### config.mk
export PLATFORM = sky130hd
export DESIGN_NAME = mtwg_cell
export DESIGN_NICKNAME = d
export VERILOG_FILES = /design/src/rtl/mtwg_pkg.sv /design/src/rtl/mtwg_cell.sv
export SDC_FILE = /design/constraint.sdc
export NUM_CORES = 1
export LEC_CHECK = 0
export ABC_AREA = 1
export ABC_CLOCK_PERIOD_IN_PS = 800
export BUFFER_PORTS_ARGS = -buffer_cell sky130_fd_sc_hd__buf_2
export CAP_MARGIN = 20
export CORE_MARGIN = 3
export CORE_UTILIZATION = 35
export CTS_BUF_LIST = sky130_fd_sc_hd__clkbuf_16
export CTS_CLUSTER_DIAMETER = 120
export CTS_CLUSTER_SIZE = 40
export DETAILED_ROUTE_END_ITERATION = 10
export GPL_TIMING_DRIVEN = 0
export PLACE_DENSITY = 0.72
export REMOVE_ABC_BUFFERS = 1
export SLEW_MARGIN = 40
export SYNTH_ARGS = -nofsm -noshare
export SYNTH_HDL_FRONTEND = slang
export SYNTH_SLANG_ARGS = --single-unit
### constraint.sdc
create_clock -name aclk -period 0.8 [get_ports aclk]
set_input_delay 0.16 -clock aclk [delete_from_list [all_inputs] [get_ports aclk]]
set_output_delay 0.16 -clock aclk [all_outputs]
set_load 0.01 [all_outputs]
### src/rtl/mtwg_pkg.sv
`timescale 1ns / 1ps
// ----------------------------------------------------------------------------
// mtwg_pkg
// Shared types, constants and word functions of the MT19937 word generator.
// ----------------------------------------------------------------------------
package mtwg_pkg;

    localparam int WORD_W      = 32;
    localparam int STATE_WORDS = 624;
    localparam int TAP_OFFSET  = 397;

    typedef logic [WORD_W-1:0] word_t;

    localparam word_t TWIST_MATRIX = 32'h9908_b0df;
    localparam word_t HIGH_BIT     = 32'h8000_0000;
    localparam word_t LOW_BITS     = 32'h7fff_ffff;
    localparam word_t SEED_MULT    = 32'd1812433253;
    localparam word_t TEMPER_B     = 32'h9d2c_5680;
    localparam word_t TEMPER_C     = 32'hefc6_0000;
    localparam word_t DEFAULT_SEED = 32'd5489;

    // request function codes
    localparam logic FUNC_SEED = 1'b0;
    localparam logic FUNC_NEXT = 1'b1;

    typedef enum logic {
        ST_RUN,
        ST_SEED
    } state_t;

    // control from the sequencer to the seeding unit
    typedef struct packed {
        logic  start;
        logic  step;
        word_t value;
    } seed_cmd_t;

    function automatic word_t mix_pair(word_t hi_src, word_t lo_src, word_t tap);
        word_t y;
        word_t r;
        y = (hi_src & HIGH_BIT) | (lo_src & LOW_BITS);
        r = tap ^ (y >> 1);
        if (y[0]) begin
            r = r ^ TWIST_MATRIX;
        end
        return r;
    endfunction

    function automatic word_t temper(word_t y_in);
        word_t y;
        y = y_in;
        y = y ^ (y >> 11);
        y = y ^ ((y << 7) & TEMPER_B);
        y = y ^ ((y << 15) & TEMPER_C);
        y = y ^ (y >> 18);
        return y;
    endfunction

endpackage

### src/rtl/mtwg_cell.sv
`timescale 1ns / 1ps
// ----------------------------------------------------------------------------
// mtwg_cell
// One state word of the generator; takes its neighbor's word on each shift.
// ----------------------------------------------------------------------------
module mtwg_cell (
    input  logic           aclk,
    input  logic           shift_en,
    input  mtwg_pkg::word_t d,
    output mtwg_pkg::word_t q
);
    import mtwg_pkg::*;

    word_t word_reg;

    always_ff @(posedge aclk) begin
        if (shift_en) begin
            word_reg <= d;
        end
    end

    assign q = word_reg;

endmodule

* Yosys cells after proc, flatten, opt, wreduce, memory -nomap -nowiden
Index checks and enable logic that the tools add are counted.
Storage, ports and cells: output and inout port bits 32, input port bits 34, flip-flop bits (word level) 32

* Longest topological paths before layout
depth in word-level cells 0, depth in mapped cells 0, gate-level depth less buffers 0

* Least setup slack after synthesis
No wires, ideal clock.
path kind reg-to-output, start point register word_reg[0] (netlist: q[0]), end point output q[0], arrival 0.394 ns, setup slack 0.246 ns, stages on the path, launching flop included 1, path buffers 0, cells stage by stage edfxtp_1
RTL lines:
- from (decl) | line mtwg_cell.sv:14 | word_t word_reg;
- from (signal assigned) | line mtwg_cell.sv:18 | word_reg <= d;
- to (decl) | line mtwg_cell.sv:10 | output mtwg_pkg::word_t q
No word-level cell between the ends.

* Worst setup path in the final report
start point register word_reg[13] (netlist: q[13]), end point output q[13]
No word-level cell between the ends.

==> metrics.md <==
| Metric | Value |
|---|---|
| DRT Pass-1 Iters | 4 |
| Total power | 3.98 mW |
| Max incr delay on CP | 0.36 ns |
| Setup crit end kind | output pin |
| Status | finished with violations |
| Vias in the first global route | 591 |
| Dpl ws | -0.286 ns |
| Die ar. | 3410 µm² |
| Hold path start | d[0] |
| Worst path bufs/invs | 1 |
| Period utilization | 1.17 |
| CP max stage cell | edfxtp_1 |
| Multi-input logic area | 0 µm² |
| Setup ws final | -0.137 ns |
| DRC | 0 |
| Max_cap viols | 0 |
| IO Count | 66 |
| DRT iter0 DRCs | 7 |
| Final nets | 138 |
| CP arrival | 0.78 ns |
| Multi-input gates | 0 |
| Die Ht | 58.4 µm |
| Post-DP Area | 1320 µm² |
| Routed wire length | 1.69 mm |
| Unique masters post-synth | 1 |
| Crit path kind | reg2out |
| CTS Buf Count | 5 |
| Max FFs per register | 32 |
| PortBufs | 65 |
| CTS tree | yes |
| Global-route wire length before repair | 2.58 mm |
| Setup violators final | 32 |
| Setup TNS | -3.77 ns |
| Cts hold-fix bufs | 0 |
| CP max FO | 1 |
| Hold Path Sink | q[0]$_DFFE_PP_ |
| Sequential share of the synthesized area | 1.00 |
| Syn Inst Count | 32 |
| Fin area | 1460 µm² |
| Setup Fix Bufs, Post-CTS | 0 |
| Hold Path Class | in2reg |
| Filler cells | 224 |
| Dpl cells | 127 |
| Root buffer cell | clkbuf_16 |
| Critical Path, Cell by Cell | buf_2 |
| Crit-path leading delay family | flip-flops |
| Chip width | 58.4 µm |
| Max Slew Vio Count | 0 |
| Yosys warns | 0 |
| Final global-route overflow total | 0 |
| Fmax achieved | 1070 MHz |
| Core area | 2540 µm² |
| Worst hold stages | 1 |
| Fin crit period | 0.937 ns |
| Total vias in the final route | 569 |
| Syn_area_per_cell | 30.0 µm² |
| Placer Congestion | 0.632 |
| FF+latch count, synth | 32 |
| WL per Instance | 12.6 µm |
| Post-Route Hold Slack | 0.0694 ns |
| Layout cell share with drive strength beyond 1 | 0.683 |
| Worst IR Drop VDD | 1.94 mV |
| Routed vias/inst | 4.25 |
| Post-Syn Area | 961 µm² |
| Htree depth | 2 |
| Worst EP required | 0.64 ns |
| Initial core utilization | 0.378 |
| FP Rows | 18 |
| Rel. slew slack | 0.745 |
| Largest net degree at the start of global routing | 33 |
| Post-DRT Antenna Nets | 0 |
| Pleak | 0.641 nW |
| RSZ-0062 raised after global routing | true |
| Initial antenna violation count | 0 |
| Final Non-Filler Cells | 134 |
| Ant. Diodes | 0 |
| Area delta synth->final | 52.0% |
| CTS max path bufs | 2 |
| Sink Count | 32 |
| Final-report hold violation count | 0 |
| Pwr Density | 2730 nW/µm² |
| Clock-pin slew on the worst setup and hold paths | 0.05 ns |
| Startpoint Class | flip-flop |
| Final Util | 0.574 |
| Failing checks | setup timing |
| GRT Overall Usage | 0.109 |
| Worst-Margin Slew | 0.383 ns |
-- power by group --
part | switching [mW] | internal (mW) | total [mW]
registers | 0.0272 | 2.00 | 2.03
logic | 0.161 | 0.139 | 0.300
clock network | 0.550 | 1.11 | 1.66
total | 0.738 | 3.25 | 3.98
-- Yosys cell counts --
| library cell | number | area [µm²] |
|---|---|---|
| edfxtp_1 | 32 | 961 |
-- layout make-up --
cell class / instances / area (µm²) / area share
sequential: 32 / 961 / 0.658
tap: 30 / 37.5 / 0.0257
timing repair buffer: 65 / 328 / 0.225
clock buffer: 5 / 125 / 0.0857
clock inverter: 2 / 8.76 / 0.00600
-- what timing repair did --
action                                 CTS  global route
gates cloned                             0             0
endpoints found under the hold margin    0             0
setup endpoints to repair               57            32
resized for setup                        1             0
-- logic make-up after synthesis --
kind of cell	share of synthesized area
flops	1.00
-- placed cells by master, fill, tap and decap left out, drive strengths merged --
master | Yosys | final
clkbuf | 0 | 5
buf | 0 | 65
inv | 0 | 1
edfxtp | 32 | 32
clkinv | 0 | 1
-- worst max-delay path by stage --
stage | startpoint | end | slack, ns | cells after the start
final | q[13]$_DFFE_PP_ | q[13] | -0.14 | 1
after global routing | q[13]$_DFFE_PP_ | q[13] | -0.18 | 1
after CTS | q[13]$_DFFE_PP_ | q[13] | -0.15 | 1
after detailed placement | shift_en | q[22]$_DFFE_PP_ | -0.29 | 1
after global placement | shift_en | q[11]$_DFFE_PP_ | -0.25 | 1
after floorplan | q[0]$_DFFE_PP_ | q[0] | 0.25 | 0
-- metal layers --
metal / global-route usage / vias to the layer above / share of wire
met5: 0 / - / 0
met4: 0.0695 / 0 / 0.010
met3: 0.0702 / 4 / 0.17
met2: 0.171 / 46 / 0.49
met1: 0.105 / 247 / 0.32
li1: - / 272 / -
Note: power is estimated with default switching activity, not from simulation.
