## src/rtl/mtwg_pkg.sv

```systemverilog
`timescale 1ns / 1ps
// ----------------------------------------------------------------------------
// mtwg_pkg
// Shared types, constants and word functions of the MT19937 word generator.
// ----------------------------------------------------------------------------
package mtwg_pkg;

    localparam int WORD_W      = 32;
    localparam int STATE_WORDS = 624;
    localparam int TAP_OFFSET  = 397;

    typedef logic [WORD_W-1:0] word_t;

    localparam word_t TWIST_MATRIX = 32'h9908_b0df;
    localparam word_t HIGH_BIT     = 32'h8000_0000;
    localparam word_t LOW_BITS     = 32'h7fff_ffff;
    localparam word_t SEED_MULT    = 32'd1812433253;
    localparam word_t TEMPER_B     = 32'h9d2c_5680;
    localparam word_t TEMPER_C     = 32'hefc6_0000;
    localparam word_t DEFAULT_SEED = 32'd5489;

    // request function codes
    localparam logic FUNC_SEED = 1'b0;
    localparam logic FUNC_NEXT = 1'b1;

    typedef enum logic {
        ST_RUN,
        ST_SEED
    } state_t;

    // control from the sequencer to the seeding unit
    typedef struct packed {
        logic  start;
        logic  step;
        word_t value;
    } seed_cmd_t;

    function automatic word_t mix_pair(word_t hi_src, word_t lo_src, word_t tap);
        word_t y;
        word_t r;
        y = (hi_src & HIGH_BIT) | (lo_src & LOW_BITS);
        r = tap ^ (y >> 1);
        if (y[0]) begin
            r = r ^ TWIST_MATRIX;
        end
        return r;
    endfunction

    function automatic word_t temper(word_t y_in);
        word_t y;
        y = y_in;
        y = y ^ (y >> 11);
        y = y ^ ((y << 7) & TEMPER_B);
        y = y ^ ((y << 15) & TEMPER_C);
        y = y ^ (y >> 18);
        return y;
    endfunction

endpackage

```

## src/rtl/mtwg_seeder.sv

```systemverilog
`timescale 1ns / 1ps
// ----------------------------------------------------------------------------
// mtwg_seeder
// Knuth multiplier recurrence, one state word per cycle, fed into the chain.
// ----------------------------------------------------------------------------
module mtwg_seeder #(
    parameter int STATE_WORDS = mtwg_pkg::STATE_WORDS
) (
    input  logic                aclk,
    input  logic                aresetn,
    input  mtwg_pkg::seed_cmd_t cmd,
    input  mtwg_pkg::word_t     tail,
    output mtwg_pkg::word_t     feed,
    output logic                last
);
    import mtwg_pkg::*;

    localparam int CNT_W = $clog2(STATE_WORDS);

    logic [CNT_W-1:0] cnt_reg;
    logic [CNT_W-1:0] cnt_next;
    word_t            seed_reg;
    word_t            mixed;
    word_t            prod;

    // seed value is payload, no reset
    always_ff @(posedge aclk) begin
        if (cmd.start) begin
            seed_reg <= cmd.value;
        end
    end

    always_comb begin
        cnt_next = cnt_reg;
        if (cmd.start) begin
            cnt_next = '0;
        end else if (cmd.step) begin
            cnt_next = cnt_reg + 1'b1;
        end
    end

    always_ff @(posedge aclk) begin
        if (!aresetn) begin
            cnt_reg <= '0;
        end else begin
            cnt_reg <= cnt_next;
        end
    end

    // previous word sits in the tail cell
    assign mixed = tail ^ (tail >> 30);
    assign prod  = mixed * SEED_MULT;
    assign feed  = (cnt_reg == '0) ? seed_reg : prod + word_t'(cnt_reg);
    assign last  = (cnt_reg == CNT_W'(STATE_WORDS - 1));

endmodule

```

## config.mk

```make
export PLATFORM = sky130hd
export DESIGN_NAME = mtwg_seeder
export DESIGN_NICKNAME = d
export VERILOG_FILES = /design/src/rtl/mtwg_pkg.sv /design/src/rtl/mtwg_seeder.sv
export SDC_FILE = /design/constraint.sdc
export NUM_CORES = 1
export LEC_CHECK = 0
export ABC_AREA = 1
export BUFFER_PORTS_ARGS = -buffer_cell sky130_fd_sc_hd__buf_2
export CAP_MARGIN = 30
export CORE_MARGIN = 5
export CORE_UTILIZATION = 57
export DETAILED_ROUTE_END_ITERATION = 12
export HOLD_SLACK_MARGIN = 0.06
export MAX_ROUTING_LAYER = met4
export PLACE_DENSITY = 0.81
export SKIP_CTS_REPAIR_TIMING = 1
export SYNTH_ARGS = -nofsm -noshare
export SYNTH_HDL_FRONTEND = slang
export SYNTH_SLANG_ARGS = --single-unit
export TNS_END_PERCENT = 30
```

## constraint.sdc

```tcl
create_clock -name aclk -period 7.85 [get_ports aclk]
set_clock_uncertainty 0.1 [all_clocks]
set_input_delay 1.1775 -clock aclk [delete_from_list [all_inputs] [get_ports aclk]]
set_output_delay 1.1775 -clock aclk [all_outputs]
set_load 0.01 [all_outputs]
```

# --- Word-level counts from Yosys, hierarchy flattened ---
# Index checks and enable logic that the tools add are counted.
word_totals:
  reg_bits: 42
  input_bits: 68
  output_inout_bits: 33
  word_cells: 11
op_classes:
  n_addsub: 2
  n_mul: 1
  eq_ne: 1
  mux: 1
  bitwise: 2
  reduce_logical: 2
op_table:
  columns: ["operator", "n"]
  rows:
  - ["$add 32x10->32", 1]
  - ["$mul 32x31->32 const B", 1]
  - ["$mux 32", 1]
  - ["$xor 32x2->32", 1]
  - ["$add 10x1->10 const B", 1]
  - ["$eq 10x10->1 const B", 1]
  - ["$logic_not 10->1", 1]
  - ["$reduce_or 2->1", 1]
  - ["$not 1->1", 1]

# --- Depth between registers and ports, before layout ---
depth:
  depth_word: 4
  depth_mapped: 27
  ltp_nobuf: 27

# --- Worst setup path after synthesis ---
# No wires, ideal clock.
synth_timing:
  path_type: "input to output"
  start: "input port tail[0]"
  end: "output port feed[30]"
  t_arrival_ps: 6401
  required_ps: 6573
  path_slack_ps: 171
  stages: 27
  path_buffers: 0
  cell_sequence: "xor2_1 > xor2_1 > inv_1 > ha_1 > or2_2 > ha_1 > inv_1 > fa_1 > inv_1 > ha_1 > fa_1 > fa_1 > fa_1 > inv_1 > fa_1 > inv_1 > ha_1 > nand2_1 > nor2_1 > inv_1 > nor2_1 > nand2_1 > or2_1 > nand2_1 > nand2_1 > nand3_1 > nand2_1"
synth_via:
  elab_chain_len: 4
synth_lines:
  columns: ["element", "line", "rtl"]
  rows:
  - ["start, declared", "mtwg_seeder.sv:12", "input mtwg_pkg::word_t tail,"]
  - ["$xor 32x2->32", "mtwg_seeder.sv:51", "assign mixed = tail ^ (tail >> 30);"]
  - ["$mul 32x31->32", "mtwg_seeder.sv:52", "assign prod = mixed * SEED_MULT;"]
  - ["$add 32x10->32", "mtwg_seeder.sv:53", "assign feed = (cnt_reg == '0) ? seed_reg : prod + word_t'(cnt_reg);"]
  - ["$mux 32", "mtwg_seeder.sv:53", null]
  - ["end, declared", "mtwg_seeder.sv:13", "output mtwg_pkg::word_t feed,"]
# No other way between the ends.

# --- Worst setup path after layout ---
layout_timing:
  start: "input port tail[31]"
  end: "output port feed[31]"
# Same word-level chain as after synthesis.

==> out/qor.csv <==
metric;value;unit
Final Max Tran Viols;0;
number of synthesized register bits;42;
total number of vias;8876;
TritonCTS Buffers;5;
crit path setup slack, layout;-0.1557;ns
final setup vio count;5;
TritonCTS clock tree;built;
drc violations;0;
DRT antenna net count;0;
Critical Path RT;6.57;ns
CP dominant cell by count;fa_1;
placed insts;1635;
Via density;5.373;
Final Core Density;70.95;%
Syn Nets;1683;
Worst path max stage delay;0.57;ns
Synth Flop Type;edfxtp_1;
Root Buffer Master;clkbuf_16;
area of the mapped netlist;10770;µm²
number of port buffers;100;
crit path DAT;6.73;ns
largest fanout on the critical path;4;
slew at the pin closest to its max-slew limit;0.6846;ns
die area;21750;µm²
Area growth, synth to finish;22.77;%
nets;1877;
final wirelength;29500;µm
maximum clock frequency;0.1249;GHz
I/O pin cnt;101;
first-pass GRT wire length;46540;µm
# clock sinks;42;
Yosys Warn Count;0;
Site Rows;50;
Buffers & Inverters on Critical Path;10;
worst min path class;flop to flop;
RSZ-0062 raised after global routing;yes;
Largest register FFs;32;
post-route insts no fill;1652;
gr ovfl total;0;
Post-synth EDFFs;32;
asr flop ratio synth;0;%
largest net degree at the start of global routing;35;
Worst path top cell family by delay;adder cells;
routed wl met2;15420;µm
met3 WL post-DR;1267;µm
status;finished with violations;
MaxCap Viol Count;0;
Fin. Hold Viols;0;
synth unique cells;46;
Initial DRC Count;414;
H-tree level count;2;
CTS max path bufs;2;
Syn Inst Count;1223;
core area;18640;µm²
Syn Area/Cell;8.810;µm²
DRT met1 WL;11860;µm
vias in the first global route;9554;
max layer used;met4;
element type at the critical path end;primary output;
crit path max-delay cell type;fa_1;
max-slew headroom at the worst pin;54.36;%
clk slew on worst S/H paths;0.06;ns
fin crit share;102.0;%
fin crit period;8.006;ns
Seq/Total Area, Yosys;10.78;%
Wirelength per Cell;17.86;µm
Initial Util;57.79;%
initial antenna violation count;0;
Worst setup SP type;primary input;
failing checks;setup timing;
placed wire-length estimate;24410;µm
post-route cell area;13230;µm²
worst skew pair latency;0.29;ns
Pre-Repair DR Iteration Count;6;
GP Congestion;0.9705;
crit path kind;primary input to primary output;
share of layout cells above drive strength 1;24.19;%
Tot GR Track Use;27.45;%
ANT cells;0;
DP Area;12180;µm²
die height;147.5;µm
pre-CTS setup slack;-0.2578;ns
Die Wd;147.5;µm
per-stage QoR:
step | setup TNS, ns | hold slack (ns)
finish | -0.2286 | 0.4153
global route | -2.287 | 0.4648
CTS | -2.940 | 0.4162
detailed placement | -2.350 | 0.4004
global placement | -1.777 | 0.3933
floorplan | 0 | 0.3667
path summary, 6_finish.rpt:
kind	from	to	slack [ns]	depth (start not counted)
hold / removal	cnt_reg[3]	cnt_reg[3]	0.42	1
setup reg to reg	cnt_reg[1]	cnt_reg[8]	6.19	8
setup / recovery	tail[31]	feed[31]	-0.16	27
hold reg to reg	cnt_reg[3]	cnt_reg[3]	0.42	1
placed cells by master, fill, tap and decap left out, types with 6 or more instances in the layout:
cell type,instances
xnor2_1,10
nand3_1,36
o21ai_2,7
or2_1,7
nor2_4,10
nand2_4,6
ha_1,208
a21oi_2,12
o21ai_0,19
inv_2,17
xor2_1,16
edfxtp_1,32
nand3_2,10
buf_2,94
buf_6,6
nor2_1,30
a21oi_1,28
dfxtp_1,10
buf_4,88
nor3_1,7
inv_1,311
ha_4,26
nand2_2,12
nand2_1,168
nor2_2,7
o21ai_1,11
fa_1,150
metal layers:
metal  up-vias  global-route usage (%)
met5         -                       -
met3        78                   2.146
met1      4284                   34.58
li1       4217                       -
met4         0                   6.664
met2       297                   48.48
area by class of cell:
type,count,area [µm²]
inverters,332,1254
clock buffers,5,125.1
repair buffers,191,1246
clock inverters,3,48.80
multi-input cells,845,9100
fillers,1357,5415
flip-flops and latches,42,1161
well taps,234,292.8
cells in the mapped netlist (2+ instances only):
library cell	n	area share (%)
nand3b_1	3	0.21
a21oi_1	38	1.8
nand3_2	2	0.19
or2_0	2	0.12
nand4_1	4	0.23
nand2_1	181	6.3
a31oi_1	3	0.17
o211ai_1	2	0.14
xnor2_1	11	0.89
nor2_2	2	0.12
o21ai_0	28	1.3
fa_1	153	28
edfxtp_1	32	8.9
a21oi_2	5	0.41
nor4_1	3	0.17
dfxtp_1	10	1.9
nor2_1	45	1.6
a21o_1	4	0.28
xor2_1	18	1.5
o21ai_1	8	0.37
o21bai_1	8	0.56
a21boi_0	2	0.14
buf_2	3	0.14
o21a_1	4	0.28
or2_1	7	0.41
nand2_2	4	0.23
nor3_1	11	0.51
inv_2	4	0.14
ha_1	239	28
inv_1	327	11
nand3_1	45	2.1
logic make-up (layout without fill, tap and decap cells):
group | Yosys count | in the layout | synth area share [%]
and+or+nand+nor | 315 | 315 | 12.70
buffers and inverters | 336 | 531 | 11.74
AOI/OAI and AO/OA | 109 | 109 | 6.236
DFF | 42 | 42 | 10.78
adders and majority gates | 392 | 392 | 56.18
xor gates and xnor gates | 29 | 29 | 2.357
Power is left out: the tool's default activity adds up to more than one toggle a clock period on the data nets, which glitch-free logic cannot reach.
